File: config.mk
export PLATFORM = sky130hd
export DESIGN_NAME = dual_ultrasonic_ranger_top_flat
export DESIGN_NICKNAME = d
export VERILOG_FILES = /design/src/hw/rtl/dur_pkg.sv /design/src/hw/rtl/dur_if.sv /design/src/hw/rtl/dual_ultrasonic_ranger_top.sv /design/src/hw/rtl/dur_core.sv /design/src/flat_wrapper.sv
export SDC_FILE = /design/constraint.sdc
export NUM_CORES = 1
export LEC_CHECK = 0
export ABC_CLOCK_PERIOD_IN_PS = 12600
export BUFFER_PORTS_ARGS = -buffer_cell sky130_fd_sc_hd__clkbuf_2
export CAP_MARGIN = 20
export CELL_PAD_IN_SITES_DETAIL_PLACEMENT = 2
export CELL_PAD_IN_SITES_GLOBAL_PLACEMENT = 2
export CORE_MARGIN = 2
export CORE_UTILIZATION = 40
export DETAILED_ROUTE_END_ITERATION = 6
export PLACE_DENSITY = 0.82
export SYNTH_ARGS = -nofsm -noshare
export SYNTH_HDL_FRONTEND = slang
export SYNTH_HIERARCHICAL = 1
export SYNTH_SLANG_ARGS = --single-unit
File: constraint.sdc
create_clock -name clk -period 12.6 [get_ports clk]
set_input_delay 0 -clock clk [delete_from_list [all_inputs] [get_ports clk]]
set_output_delay 0 -clock clk [all_outputs]
set_load 0.01 [all_outputs]
File: src/hw/rtl/dur_pkg.sv
// Shared types, register map and reset values of the dual ultrasonic ranger.
package dur_pkg;

	localparam int unsigned AddrWidth = 5;
	localparam int unsigned DataWidth = 32;
	localparam int unsigned MmWidth   = 14;

	localparam int unsigned DefChannels   = 2;
	localparam int unsigned DefTrigHighUs = 10;
	localparam int unsigned DefTrigPreUs  = 5;

	localparam logic [2:0] REG_RUN_ENABLE = 3'd0;
	localparam logic [2:0] REG_TIMEOUT    = 3'd1;
	localparam logic [2:0] REG_INTERVAL   = 3'd2;
	localparam logic [2:0] REG_SCALE      = 3'd3;
	localparam logic [2:0] REG_MIN_MM     = 3'd4;
	localparam logic [2:0] REG_MAX_MM     = 3'd5;

	localparam logic [15:0] RST_TIMEOUT  = 16'd12000;
	localparam logic [9:0]  RST_INTERVAL = 10'd100;
	localparam logic [15:0] RST_SCALE    = 16'd11246;
	localparam logic [13:0] RST_MIN_MM   = 14'd30;
	localparam logic [13:0] RST_MAX_MM   = 14'd3800;

	typedef struct packed {
		logic        run_enable;
		logic [15:0] timeout_ticks;
		logic [9:0]  gap_ms;
		logic [15:0] scale_q16;
		logic [13:0] min_mm;
		logic [13:0] max_mm;
	} dur_cfg_t;

	typedef struct packed {
		logic echo_level0;
		logic echo_level1;
	} dur_echo_t;

	typedef struct packed {
		logic        trigger0;
		logic        trigger1;
		logic        measure_done;
		logic        done_channel;
		logic        timed_out;
		logic [13:0] distance_mm;
		logic [13:0] latest_mm0;
		logic        latest_ok0;
		logic [13:0] latest_mm1;
		logic        latest_ok1;
	} dur_res_t;

endpackage

File: src/hw/rtl/dur_if.sv
// Valid/ready channel interfaces for echo samples and ranging results.
interface dur_in_if;
	logic valid;
	logic ready;
	logic echo_level0;
	logic echo_level1;

	modport source (output valid, output echo_level0, output echo_level1, input ready);
	modport sink (input valid, input echo_level0, input echo_level1, output ready);
endinterface

interface dur_out_if;
	logic        valid;
	logic        ready;
	logic        trigger0;
	logic        trigger1;
	logic        measure_done;
	logic        done_channel;
	logic        timed_out;
	logic [13:0] distance_mm;
	logic [13:0] latest_mm0;
	logic        latest_ok0;
	logic [13:0] latest_mm1;
	logic        latest_ok1;

	modport source (
		output valid, output trigger0, output trigger1, output measure_done,
		output done_channel, output timed_out, output distance_mm,
		output latest_mm0, output latest_ok0, output latest_mm1, output latest_ok1,
		input ready
	);
	modport sink (
		input valid, input trigger0, input trigger1, input measure_done,
		input done_channel, input timed_out, input distance_mm,
		input latest_mm0, input latest_ok0, input latest_mm1, input latest_ok1,
		output ready
	);
endinterface

File: src/hw/rtl/dual_ultrasonic_ranger_top.sv
// Top level of the dual ultrasonic ranger: register file, sequencer and result register.
//
//  Channel   Dir  Payload                                        Transfer
//  tick      in   echo_level0, echo_level1                       valid && ready
//  result    out  trigger0/1, measure_done, done_channel,        valid && ready
//                 timed_out, distance_mm, latest_mm0/1, ok0/1
//  APB       in   run_enable .. max_mm at 4*i                    psel && penable && pwrite
//
// One tick per cycle while no result is stalled; its result is loaded into the result register on the transfer edge.
// The sequencer state updates on the tick transfer edge; scaling is one 16x16 multiply.
// A result waiting on a stalled sink blocks the next tick only while it is not taken.
// Reset clears all sequencer state and loads the register defaults; no clearing pass.
module dual_ultrasonic_ranger_top #(
	parameter int unsigned CHANNELS           = dur_pkg::DefChannels,
	parameter int unsigned TRIGGER_HIGH_US    = dur_pkg::DefTrigHighUs,
	parameter int unsigned TRIGGER_PRE_LOW_US = dur_pkg::DefTrigPreUs
) (
	input  logic                            clk,
	input  logic                            arst_n,
	dur_in_if.sink                          tick,
	dur_out_if.source                       result,
	input  logic                            psel,
	input  logic                            penable,
	input  logic                            pwrite,
	input  logic [dur_pkg::AddrWidth-1:0]   paddr,
	input  logic [dur_pkg::DataWidth-1:0]   pwdata,
	output logic [dur_pkg::DataWidth-1:0]   prdata,
	output logic                            pready
);
	import dur_pkg::*;

	dur_cfg_t  cfg_q;
	dur_echo_t echo;
	dur_res_t  res;
	dur_res_t  res_q;
	logic      res_vld_q;
	logic      step;
	logic      wr_en;
	logic [2:0] reg_idx;

	assign pready  = 1'b1;
	assign wr_en   = psel && penable && pwrite;
	assign reg_idx = paddr[AddrWidth-1:2];

	always_ff @(posedge clk or negedge arst_n) begin
		if (!arst_n) begin
			cfg_q.run_enable    <= 1'b0;
			cfg_q.timeout_ticks <= RST_TIMEOUT;
			cfg_q.gap_ms        <= RST_INTERVAL;
			cfg_q.scale_q16     <= RST_SCALE;
			cfg_q.min_mm        <= RST_MIN_MM;
			cfg_q.max_mm        <= RST_MAX_MM;
		end else if (wr_en) begin
			unique case (reg_idx)
				REG_RUN_ENABLE: cfg_q.run_enable    <= pwdata[0];
				REG_TIMEOUT:    cfg_q.timeout_ticks <= pwdata[15:0];
				REG_INTERVAL:   cfg_q.gap_ms        <= pwdata[9:0];
				REG_SCALE:      cfg_q.scale_q16     <= pwdata[15:0];
				REG_MIN_MM:     cfg_q.min_mm        <= pwdata[13:0];
				REG_MAX_MM:     cfg_q.max_mm        <= pwdata[13:0];
				default: begin
				end
			endcase
		end
	end

	always_comb begin
		unique case (reg_idx)
			REG_RUN_ENABLE: prdata = {31'd0, cfg_q.run_enable};
			REG_TIMEOUT:    prdata = {16'd0, cfg_q.timeout_ticks};
			REG_INTERVAL:   prdata = {22'd0, cfg_q.gap_ms};
			REG_SCALE:      prdata = {16'd0, cfg_q.scale_q16};
			REG_MIN_MM:     prdata = {18'd0, cfg_q.min_mm};
			REG_MAX_MM:     prdata = {18'd0, cfg_q.max_mm};
			default:        prdata = '0;
		endcase
	end

	assign tick.ready       = !res_vld_q || result.ready;
	assign step             = tick.valid && tick.ready;
	assign echo.echo_level0 = tick.echo_level0;
	assign echo.echo_level1 = tick.echo_level1;

	dur_core #(
		.CHANNELS           (CHANNELS),
		.TRIGGER_HIGH_US    (TRIGGER_HIGH_US),
		.TRIGGER_PRE_LOW_US (TRIGGER_PRE_LOW_US)
	) u_core (
		.clk    (clk),
		.arst_n (arst_n),
		.step   (step),
		.echo   (echo),
		.cfg    (cfg_q),
		.res    (res)
	);

	always_ff @(posedge clk or negedge arst_n) begin
		if (!arst_n) begin
			res_vld_q <= 1'b0;
		end else if (step) begin
			res_vld_q <= 1'b1;
		end else if (result.ready) begin
			res_vld_q <= 1'b0;
		end
	end

	always_ff @(posedge clk) begin
		if (step) begin
			res_q <= res;
		end
	end

	assign result.valid        = res_vld_q;
	assign result.trigger0     = res_q.trigger0;
	assign result.trigger1     = res_q.trigger1;
	assign result.measure_done = res_q.measure_done;
	assign result.done_channel = res_q.done_channel;
	assign result.timed_out    = res_q.timed_out;
	assign result.distance_mm  = res_q.distance_mm;
	assign result.latest_mm0   = res_q.latest_mm0;
	assign result.latest_ok0   = res_q.latest_ok0;
	assign result.latest_mm1   = res_q.latest_mm1;
	assign result.latest_ok1   = res_q.latest_ok1;

	a_one_trigger: assert property (@(posedge clk) disable iff (!arst_n)
		result.valid |-> !(result.trigger0 && result.trigger1))
		else $error("both trigger lines high");

	a_timeout_form: assert property (@(posedge clk) disable iff (!arst_n)
		(result.valid && result.timed_out) |-> (result.measure_done && result.distance_mm == '0))
		else $error("timeout without done or with distance");

	a_chan_done: assert property (@(posedge clk) disable iff (!arst_n)
		(result.valid && result.done_channel) |-> result.measure_done)
		else $error("done channel set without completion");

	a_stall_hold: assert property (@(posedge clk) disable iff (!arst_n)
		(result.valid && !result.ready) |-> !tick.ready)
		else $error("tick taken while result stalled");

endmodule

File: src/hw/rtl/dur_core.sv
// Ranging sequencer: trigger timing, echo wait and width timing, distance scaling and clamping, interval gap.
module dur_core #(
	parameter int unsigned CHANNELS        = 2,
	parameter int unsigned TRIGGER_HIGH_US = 10,
	parameter int unsigned TRIGGER_PRE_LOW_US = 5
) (
	input  logic               clk,
	input  logic               arst_n,
	input  logic               step,
	input  dur_pkg::dur_echo_t echo,
	input  dur_pkg::dur_cfg_t  cfg,
	output dur_pkg::dur_res_t  res
);
	import dur_pkg::*;

	localparam logic [2:0] PH_IDLE = 3'd0;
	localparam logic [2:0] PH_PRE  = 3'd1;
	localparam logic [2:0] PH_HIGH = 3'd2;
	localparam logic [2:0] PH_END  = 3'd3;
	localparam logic [2:0] PH_RISE = 3'd4;
	localparam logic [2:0] PH_MEAS = 3'd5;
	localparam logic [2:0] PH_GAP  = 3'd6;

	localparam logic [3:0] PreTicks  = 4'(TRIGGER_PRE_LOW_US);
	localparam logic [3:0] HighTicks = 4'(TRIGGER_HIGH_US);
	localparam logic [2:0] StartPh   = (TRIGGER_PRE_LOW_US == 0) ? PH_HIGH : PH_PRE;
	localparam logic       TwoCh     = (CHANNELS >= 2);

	logic [2:0]  phase_q, phase_d;
	logic        chan_q, chan_d;
	logic [3:0]  pticks_q, pticks_d;
	logic [15:0] wait_q, wait_d;
	logic [15:0] width_q, width_d;
	logic [19:0] ival_q, ival_d;
	logic [13:0] dist_q [2];
	logic [13:0] dist_d [2];
	logic [1:0]  ok_q, ok_d;

	logic        echo_cur;
	logic [19:0] ival_lim;
	logic [31:0] prod;
	logic [15:0] dscaled;
	logic [13:0] dclamp;
	logic        finish;

	assign echo_cur = chan_q ? echo.echo_level1 : echo.echo_level0;
	assign ival_lim = {10'd0, cfg.gap_ms} * 20'd1000;
	assign prod     = 32'(width_q) * 32'(cfg.scale_q16);
	assign dscaled  = prod[31:16];

	always_comb begin
		if (dscaled < {2'b00, cfg.min_mm}) begin
			dclamp = '0;
		end else if (dscaled > {2'b00, cfg.max_mm}) begin
			dclamp = cfg.max_mm;
		end else begin
			dclamp = dscaled[13:0];
		end
	end

	always_comb begin
		phase_d  = phase_q;
		chan_d   = chan_q;
		pticks_d = pticks_q;
		wait_d   = wait_q;
		width_d  = width_q;
		ival_d   = ival_q;
		dist_d   = dist_q;
		ok_d     = ok_q;
		finish   = 1'b0;
		res      = '0;

		unique case (phase_q)
			PH_PRE: begin
				pticks_d = pticks_q + 4'd1;
				if (pticks_d >= PreTicks) begin
					phase_d  = PH_HIGH;
					pticks_d = '0;
				end
			end
			PH_HIGH: begin
				res.trigger0 = !chan_q;
				res.trigger1 = chan_q;
				pticks_d = pticks_q + 4'd1;
				if (pticks_d >= HighTicks) begin
					phase_d  = PH_END;
					pticks_d = '0;
					wait_d   = '0;
					width_d  = '0;
				end
			end
			PH_END, PH_RISE, PH_MEAS: begin
				if (wait_q != 16'hFFFF) begin
					wait_d = wait_q + 16'd1;
				end
				if (phase_q == PH_END) begin
					if (!echo_cur) begin
						phase_d = PH_RISE;
					end
				end else if (phase_q == PH_RISE) begin
					if (echo_cur) begin
						phase_d = PH_MEAS;
						width_d = 16'd1;
					end
				end else if (echo_cur) begin
					if (width_q != 16'hFFFF) begin
						width_d = width_q + 16'd1;
					end
				end else begin
					res.measure_done = 1'b1;
					res.distance_mm  = dclamp;
					dist_d[chan_q]   = dclamp;
					ok_d[chan_q]     = 1'b1;
					finish           = 1'b1;
				end
				if (!finish && wait_d >= cfg.timeout_ticks) begin
					res.measure_done = 1'b1;
					res.timed_out    = 1'b1;
					ok_d[chan_q]     = 1'b0;
					finish           = 1'b1;
				end
				if (finish) begin
					res.done_channel = chan_q;
					if (!chan_q && TwoCh) begin
						chan_d   = 1'b1;
						pticks_d = '0;
						phase_d  = StartPh;
					end else begin
						phase_d = PH_GAP;
						ival_d  = '0;
					end
				end
			end
			PH_GAP: begin
				ival_d = ival_q + 20'd1;
				if (ival_d >= ival_lim) begin
					ival_d = '0;
					if (cfg.run_enable) begin
						chan_d   = 1'b0;
						pticks_d = '0;
						phase_d  = StartPh;
					end else begin
						phase_d = PH_IDLE;
					end
				end
			end
			default: begin
				phase_d = PH_IDLE;
				if (cfg.run_enable) begin
					chan_d   = 1'b0;
					pticks_d = '0;
					phase_d  = StartPh;
				end
			end
		endcase

		res.latest_mm0 = dist_d[0];
		res.latest_ok0 = ok_d[0];
		res.latest_mm1 = dist_d[1];
		res.latest_ok1 = ok_d[1];
	end

	always_ff @(posedge clk or negedge arst_n) begin
		if (!arst_n) begin
			phase_q  <= PH_IDLE;
			chan_q   <= 1'b0;
			pticks_q <= '0;
			wait_q   <= '0;
			width_q  <= '0;
			ival_q   <= '0;
			dist_q   <= '{default: '0};
			ok_q     <= '0;
		end else if (step) begin
			phase_q  <= phase_d;
			chan_q   <= chan_d;
			pticks_q <= pticks_d;
			wait_q   <= wait_d;
			width_q  <= width_d;
			ival_q   <= ival_d;
			dist_q   <= dist_d;
			ok_q     <= ok_d;
		end
	end

endmodule
File: src/flat_wrapper.sv
// flat-port wrapper written by rule: the top's interface ports become plain ports
module dual_ultrasonic_ranger_top_flat import dur_pkg::*;
#(
	parameter int unsigned CHANNELS           = dur_pkg::DefChannels,
	parameter int unsigned TRIGGER_HIGH_US    = dur_pkg::DefTrigHighUs,
	parameter int unsigned TRIGGER_PRE_LOW_US = dur_pkg::DefTrigPreUs
)
  (clk, arst_n, psel, penable, pwrite, paddr, pwdata, prdata, pready, tick_valid, tick_echo_level0, tick_echo_level1, tick_ready, result_valid, result_trigger0, result_trigger1, result_measure_done, result_done_channel, result_timed_out, result_distance_mm, result_latest_mm0, result_latest_ok0, result_latest_mm1, result_latest_ok1, result_ready);
  dur_in_if tick_i ();
  dur_out_if result_i ();
  input  logic clk;
  input  logic arst_n;
  input  logic psel;
  input  logic penable;
  input  logic pwrite;
  input  logic [dur_pkg::AddrWidth-1:0] paddr;
  input  logic [dur_pkg::DataWidth-1:0] pwdata;
  output logic [dur_pkg::DataWidth-1:0] prdata;
  output logic pready;
  input wire logic [$bits(tick_i.valid)-1:0] tick_valid;
  input wire logic [$bits(tick_i.echo_level0)-1:0] tick_echo_level0;
  input wire logic [$bits(tick_i.echo_level1)-1:0] tick_echo_level1;
  output wire logic [$bits(tick_i.ready)-1:0] tick_ready;
  output wire logic [$bits(result_i.valid)-1:0] result_valid;
  output wire logic [$bits(result_i.trigger0)-1:0] result_trigger0;
  output wire logic [$bits(result_i.trigger1)-1:0] result_trigger1;
  output wire logic [$bits(result_i.measure_done)-1:0] result_measure_done;
  output wire logic [$bits(result_i.done_channel)-1:0] result_done_channel;
  output wire logic [$bits(result_i.timed_out)-1:0] result_timed_out;
  output wire logic [$bits(result_i.distance_mm)-1:0] result_distance_mm;
  output wire logic [$bits(result_i.latest_mm0)-1:0] result_latest_mm0;
  output wire logic [$bits(result_i.latest_ok0)-1:0] result_latest_ok0;
  output wire logic [$bits(result_i.latest_mm1)-1:0] result_latest_mm1;
  output wire logic [$bits(result_i.latest_ok1)-1:0] result_latest_ok1;
  input wire logic [$bits(result_i.ready)-1:0] result_ready;
  assign tick_i.valid = tick_valid;
  assign tick_i.echo_level0 = tick_echo_level0;
  assign tick_i.echo_level1 = tick_echo_level1;
  assign tick_ready = tick_i.ready;
  assign result_valid = result_i.valid;
  assign result_trigger0 = result_i.trigger0;
  assign result_trigger1 = result_i.trigger1;
  assign result_measure_done = result_i.measure_done;
  assign result_done_channel = result_i.done_channel;
  assign result_timed_out = result_i.timed_out;
  assign result_distance_mm = result_i.distance_mm;
  assign result_latest_mm0 = result_i.latest_mm0;
  assign result_latest_ok0 = result_i.latest_ok0;
  assign result_latest_mm1 = result_i.latest_mm1;
  assign result_latest_ok1 = result_i.latest_ok1;
  assign result_i.ready = result_ready;
  dual_ultrasonic_ranger_top #(.CHANNELS(CHANNELS), .TRIGGER_HIGH_US(TRIGGER_HIGH_US), .TRIGGER_PRE_LOW_US(TRIGGER_PRE_LOW_US)) u_core (.clk(clk), .arst_n(arst_n), .tick(tick_i), .result(result_i), .psel(psel), .penable(penable), .pwrite(pwrite), .paddr(paddr), .pwdata(pwdata), .prdata(prdata), .pready(pready));
endmodule
-- Word-level counts from Yosys, hierarchy flattened
Cells that the tools add are included.
Widths: inputs -> output; s select.
- output and inout port bits: 84
- logic and storage cells: 168
- bits of input ports: 46
- bits in registers: 211
- bitwise gates (word level): 6
- reductions and logical operators: 30
- equality and inequality tests: 25
- add/subtract/negate cells: 4
- mux-type cells: 65
- $lt $le $gt $ge: 10
- $mul: 2
- operators with widths (kind ; count):
    $mux 16 ; 8
    $mux 28 ; 4
    $pmux 16 s6 ; 1
    $pmux 16 s2 ; 2
    $mux 20 ; 3
    $mux 14 ; 3
    $pmux 20 s2 ; 1
    $add 16x1->16 const B ; 2
    $mul 16x16->32 ; 1
    $ne 16x16->1 const B ; 2
    $bwmux 28 ; 1
    $mux 3 ; 9
    $mux 4 ; 6
    $add 20x1->20 const B ; 1
    $ge 20x20->1 ; 1
    $mul 10x7->17 const B ; 1
    $ge 16x16->1 ; 1
    $gt 16x14->1 ; 1
    $lt 16x14->1 ; 1
    $mux 1 ; 16
    $ne 2x2->1 const B ; 8
    $pmux 4 s4 ; 1
    $eq 3x3->1 const B ; 5
    $demux 14 s1 ; 1
    33 further kinds ; 62

-- Longest topological paths before layout
- word-level depth: 12
- mapped depth: 35
- mapped depth without buffers: 31

-- Cells and area by module
Netlist, hierarchy kept.
- modules (own cells, without submodules) (module ; times used ; cells an instance ; area each (um2) ; sequential area each (um2)):
    dur_core ; 1 ; 1938 ; 16744.8 ; 2252.2
    dual_ultrasonic_ranger_top ; 1 ; 307 ; 5029.8 ; 3311.9

-- Worst setup path before layout
Ideal clock, no wire load.
- kind: flip-flop to flip-flop
- from: register u_core/cfg_q[37] in the netlist's numbering
- to: register u_core.res_q (netlist bit u_core/result.latest_mm1[10]), data pin
- setup time: 0.265 ns
- buffers on the path: 3
- required time: 12.335 ns
- data arrival time: 8.049 ns
- path slack: 4.287 ns
- cell stages (with the launch flop): 32
- period minus slack after synthesis: 8.313 ns
- path through: dfstp_2 clkbuf_1 nand2_1 fa_1 inv_1 fa_1 inv_1 fa_1 inv_1 fa_1 fa_1 inv_1 fa_1 inv_1 ha_1 a21oi_1 o21ai_1 a211o_1 o31a_4 a31oi_4 o211ai_1 a21o_1 a311o_1 ha_1 nand4_1 or4_1 o211ai_1 and4_1 buf_6 buf_12 mux2i_4 o21ai_1
- RTL lines (item ; RTL line ; RTL):
    from (decl) ; dual_ultrasonic_ranger_top.sv:32 ; dur_cfg_t cfg_q;
    to (signal assigned) ; dual_ultrasonic_ranger_top.sv:109 ; res_q <= res;
    to (decl) ; dual_ultrasonic_ranger_top.sv:35 ; dur_res_t res_q;

==> flow_summary.ini <==
[critical_path]
critPathTopFamily = adder cells
critPathKind = flip-flop to flip-flop
worst-path-buf-inv = 4
worst_path_most_repeated_cell = fa_1
critPathLaunch = u_core/cfg_q[42]
endpoint_kind = flip-flop
cp_max_fo = 18
reg2reg_to = u_core/result.latest_mm0[13]
critPathCapture = u_core/result.latest_mm0[13]
max_stage_delay_ns = 0.84
r2r_slack_ns = 1.98
ff2ff_path_depth = 29
timing.rr.start = u_core/cfg_q[42]
cp_num_cells = 29
critPathSlowestCell = dfrtp_1
crit_required_ns = 12.83
cp.arrival_ns = 10.86
startpoint_type = flip-flop

[floorplan]
coreArea_um2 = 53800
floorplan.die.height_um = 237
die_w_um = 237
start_util = 0.405
rows = 85
die_area_um2 = 56300
pin_count = 130

[sta]
setup_viol = 0
period_needed_ns = 10.62
final_max_slew_viol_count = 0
worst_hold_slack_ns = 0.0223
finalClockSkew_ns = 0.0176
max_freq_mhz = 94.1
slew-limit-headroom = 0.253
rsz0062_at_grt = no
fin_crit_sh = 0.843
hold_viol_final = 0
worst_slew_pin_slew_ns = 1.12
final.setup.tns_ns = 0

[power_and_ir_drop]
p_switching_w = 0.00146
power_frac_comb = 0.485
power_frac_seq = 0.293
max-vdd-ir-drop_uv = 111
power_leakage_nw = 11.5
p_int_w = 0.00188
switching_share = 0.437
clockPowerShare = 0.222
cellPowerDensity_nw_per_um2 = 141
power.total_w = 0.00335

[global_route]
antenna_found_initial = 2
grt_pass1_vias = 20000
gr-usage-met1 = 0.326
use_met2 = 0.480
track_usage = 0.267
grt_max_degree = 95
grt_pass1_wl_um = 116000
top_usage_layer = met2
grt_overflow_total = 0
use_met3 = 0.0374

[placed_design]
port_buffers = 94
routabilityCongestion = 0.830
hpwlAfterDp_um = 54400
placed_area_um2 = 22700

[logic_synthesis]
synth_top_area_share = 0.205
yosys-top-cells-area = fa_1, dfrtp_1, ha_1
synth_cells = 2245
synth-edff-count = 49
syn_area_um2 = 21800
ys_seq_area_frac = 0.256
netlist_top_cells_count = inv_1, nand2_1, fa_1
yosysWarnings = 6
syn_area_per_cell_um2 = 9.70
ys_ff_latch = 211
yosysUniqueCellTypes = 80
yosysMostFrequentCell = inv_1
post-synth-top-area-cell = fa_1
async_flop_share = 0.768
synth_flop_cell = dfrtp_1

[cts]
numCtsBuffers = 24
cts_tree = yes
cts_htree_levels = 1
cts_resized = 0
holdBufCountCts = 20
clock_latency_ns = 0.55
post_cts_buffers = 0
root_buffer = clkbuf_16
path_clk_slew_ns = 0.06
cts.sinks = 211
cts_buffer_depth = 3

[cells_and_area]
drive_above_1_share = 0.131
final_nets = 2783
fin_util = 0.442
fin_area_um2 = 23800
syn_to_final_growth_pct = 9.31

[detailed_routing]
vias = 16900
drc = 0
wire_per_inst_um = 24.7
routed_wl_um = 74500
drt_iter0_drc = 913
dr.pass1.iters = 5
vias_per_cell = 5.60
postRouteAntennaNets = 0

[min_path]
hold_class = input pin to flip-flop
min_delay_path_depth = 3

[run]
cap_violations = 0

[outcome]
run_status = completed
[power groups by stage]
stage / sequential, W / clock, W / combinational (W)
2_1_floorplan: 0.000885 / 0 / 0.00112
3_3_place_gp: 0.000977 / 0 / 0.00141
3_5_place_dp: 0.000988 / 0 / 0.00156
4_1_cts: 0.000979 / 0.000754 / 0.00162
5_1_grt: 0.000997 / 0.000782 / 0.00180
6_report: 0.000982 / 0.000743 / 0.00162
[how the worst min path moves through the flow]
stage / startpoint / endpoint / slack, ns
after floorplan: arst_n / u_core/cfg_q[0] / -0.30
after global placement: arst_n / u_core/u_core/pticks_q[0] / 0.16
after detailed placement: arst_n / u_core/u_core/pticks_q[0] / 0.17
after CTS: tick_echo_level1 / u_core/result.latest_ok1 / 0.05
after global routing: paddr[2] / u_core/cfg_q[70] / 0.03
final: paddr[2] / u_core/cfg_q[70] / 0.02
[metal layers]
layer / routed length, um / vias up
met3: 3080 / 154
li1: - / 7435
met4: 2550 / 2
met1: 30300 / 8886
met5: 9 / -
met2: 38600 / 435
[cells in the final DEF (no fill, tap or decap), drive strengths merged, types with 49 or more instances in the layout]
cell type,Yosys,final
inv,349,349
nand2,251,251
fa,223,223
ha,208,208
o21ai,148,148
dfrtp,131,131
clkbuf,79,127
and2,122,122
mux2,79,79
nor2,67,67
a21oi,54,54
edfxtp,49,49
[cell type report]
| class | count | area, um^2 |
|---|---|---|
| Inverter | 350 | 1310 |
| Sequential cell | 211 | 5560 |
| Tap cell | 696 | 871 |
| Fill cell | 5753 | 30000 |
| Multi-Input combinational cell | 1582 | 14400 |
| Timing Repair Buffer | 137 | 862 |
| Antenna cell | 1 | 2.50 |
| Clock inverter | 10 | 108 |
| Clock buffer | 34 | 711 |
[through the flow]
step           std cells  worst slack, ns
2_1_floorplan       2260             4.29
3_3_place_gp        2952             2.38
3_5_place_dp        2952             2.15
4_1_cts             3016             2.08
5_1_grt             3020             1.46
6_report            3021             1.98
[state kept, by name (all words and copies together) (netlist names), 2 cells and up]
name and count:
u_core/u_core/ok_q 2, u_core/u_core/ival_q 20, u_core/cfg_q 71, u_core/u_core/dist_q 28, u_core/u_core/width_q 16, u_core/u_core/phase_q 3
u_core/result.latest_mm1 14, u_core/result.latest_mm0 14, u_core/result.distance_mm 14, u_core/u_core/wait_q 16, u_core/u_core/pticks_q 4
[logic make-up after synthesis]
| family | share of synthesized area |
|---|---|
| mux | 0.0682 |
| compound gates | 0.0948 |
| simple gates | 0.145 |
| flops | 0.256 |
| other cells | 0.000345 |
| xor+xnor | 0.0241 |
| buf+inv | 0.0872 |
| fa+ha+maj | 0.325 |
[worst min-delay path, cell delays in order]
cell	delay, ns
clkbuf_2	0.22
nor3_1	0.09
mux2_2	0.21
Power figures use the tool's default switching activity.
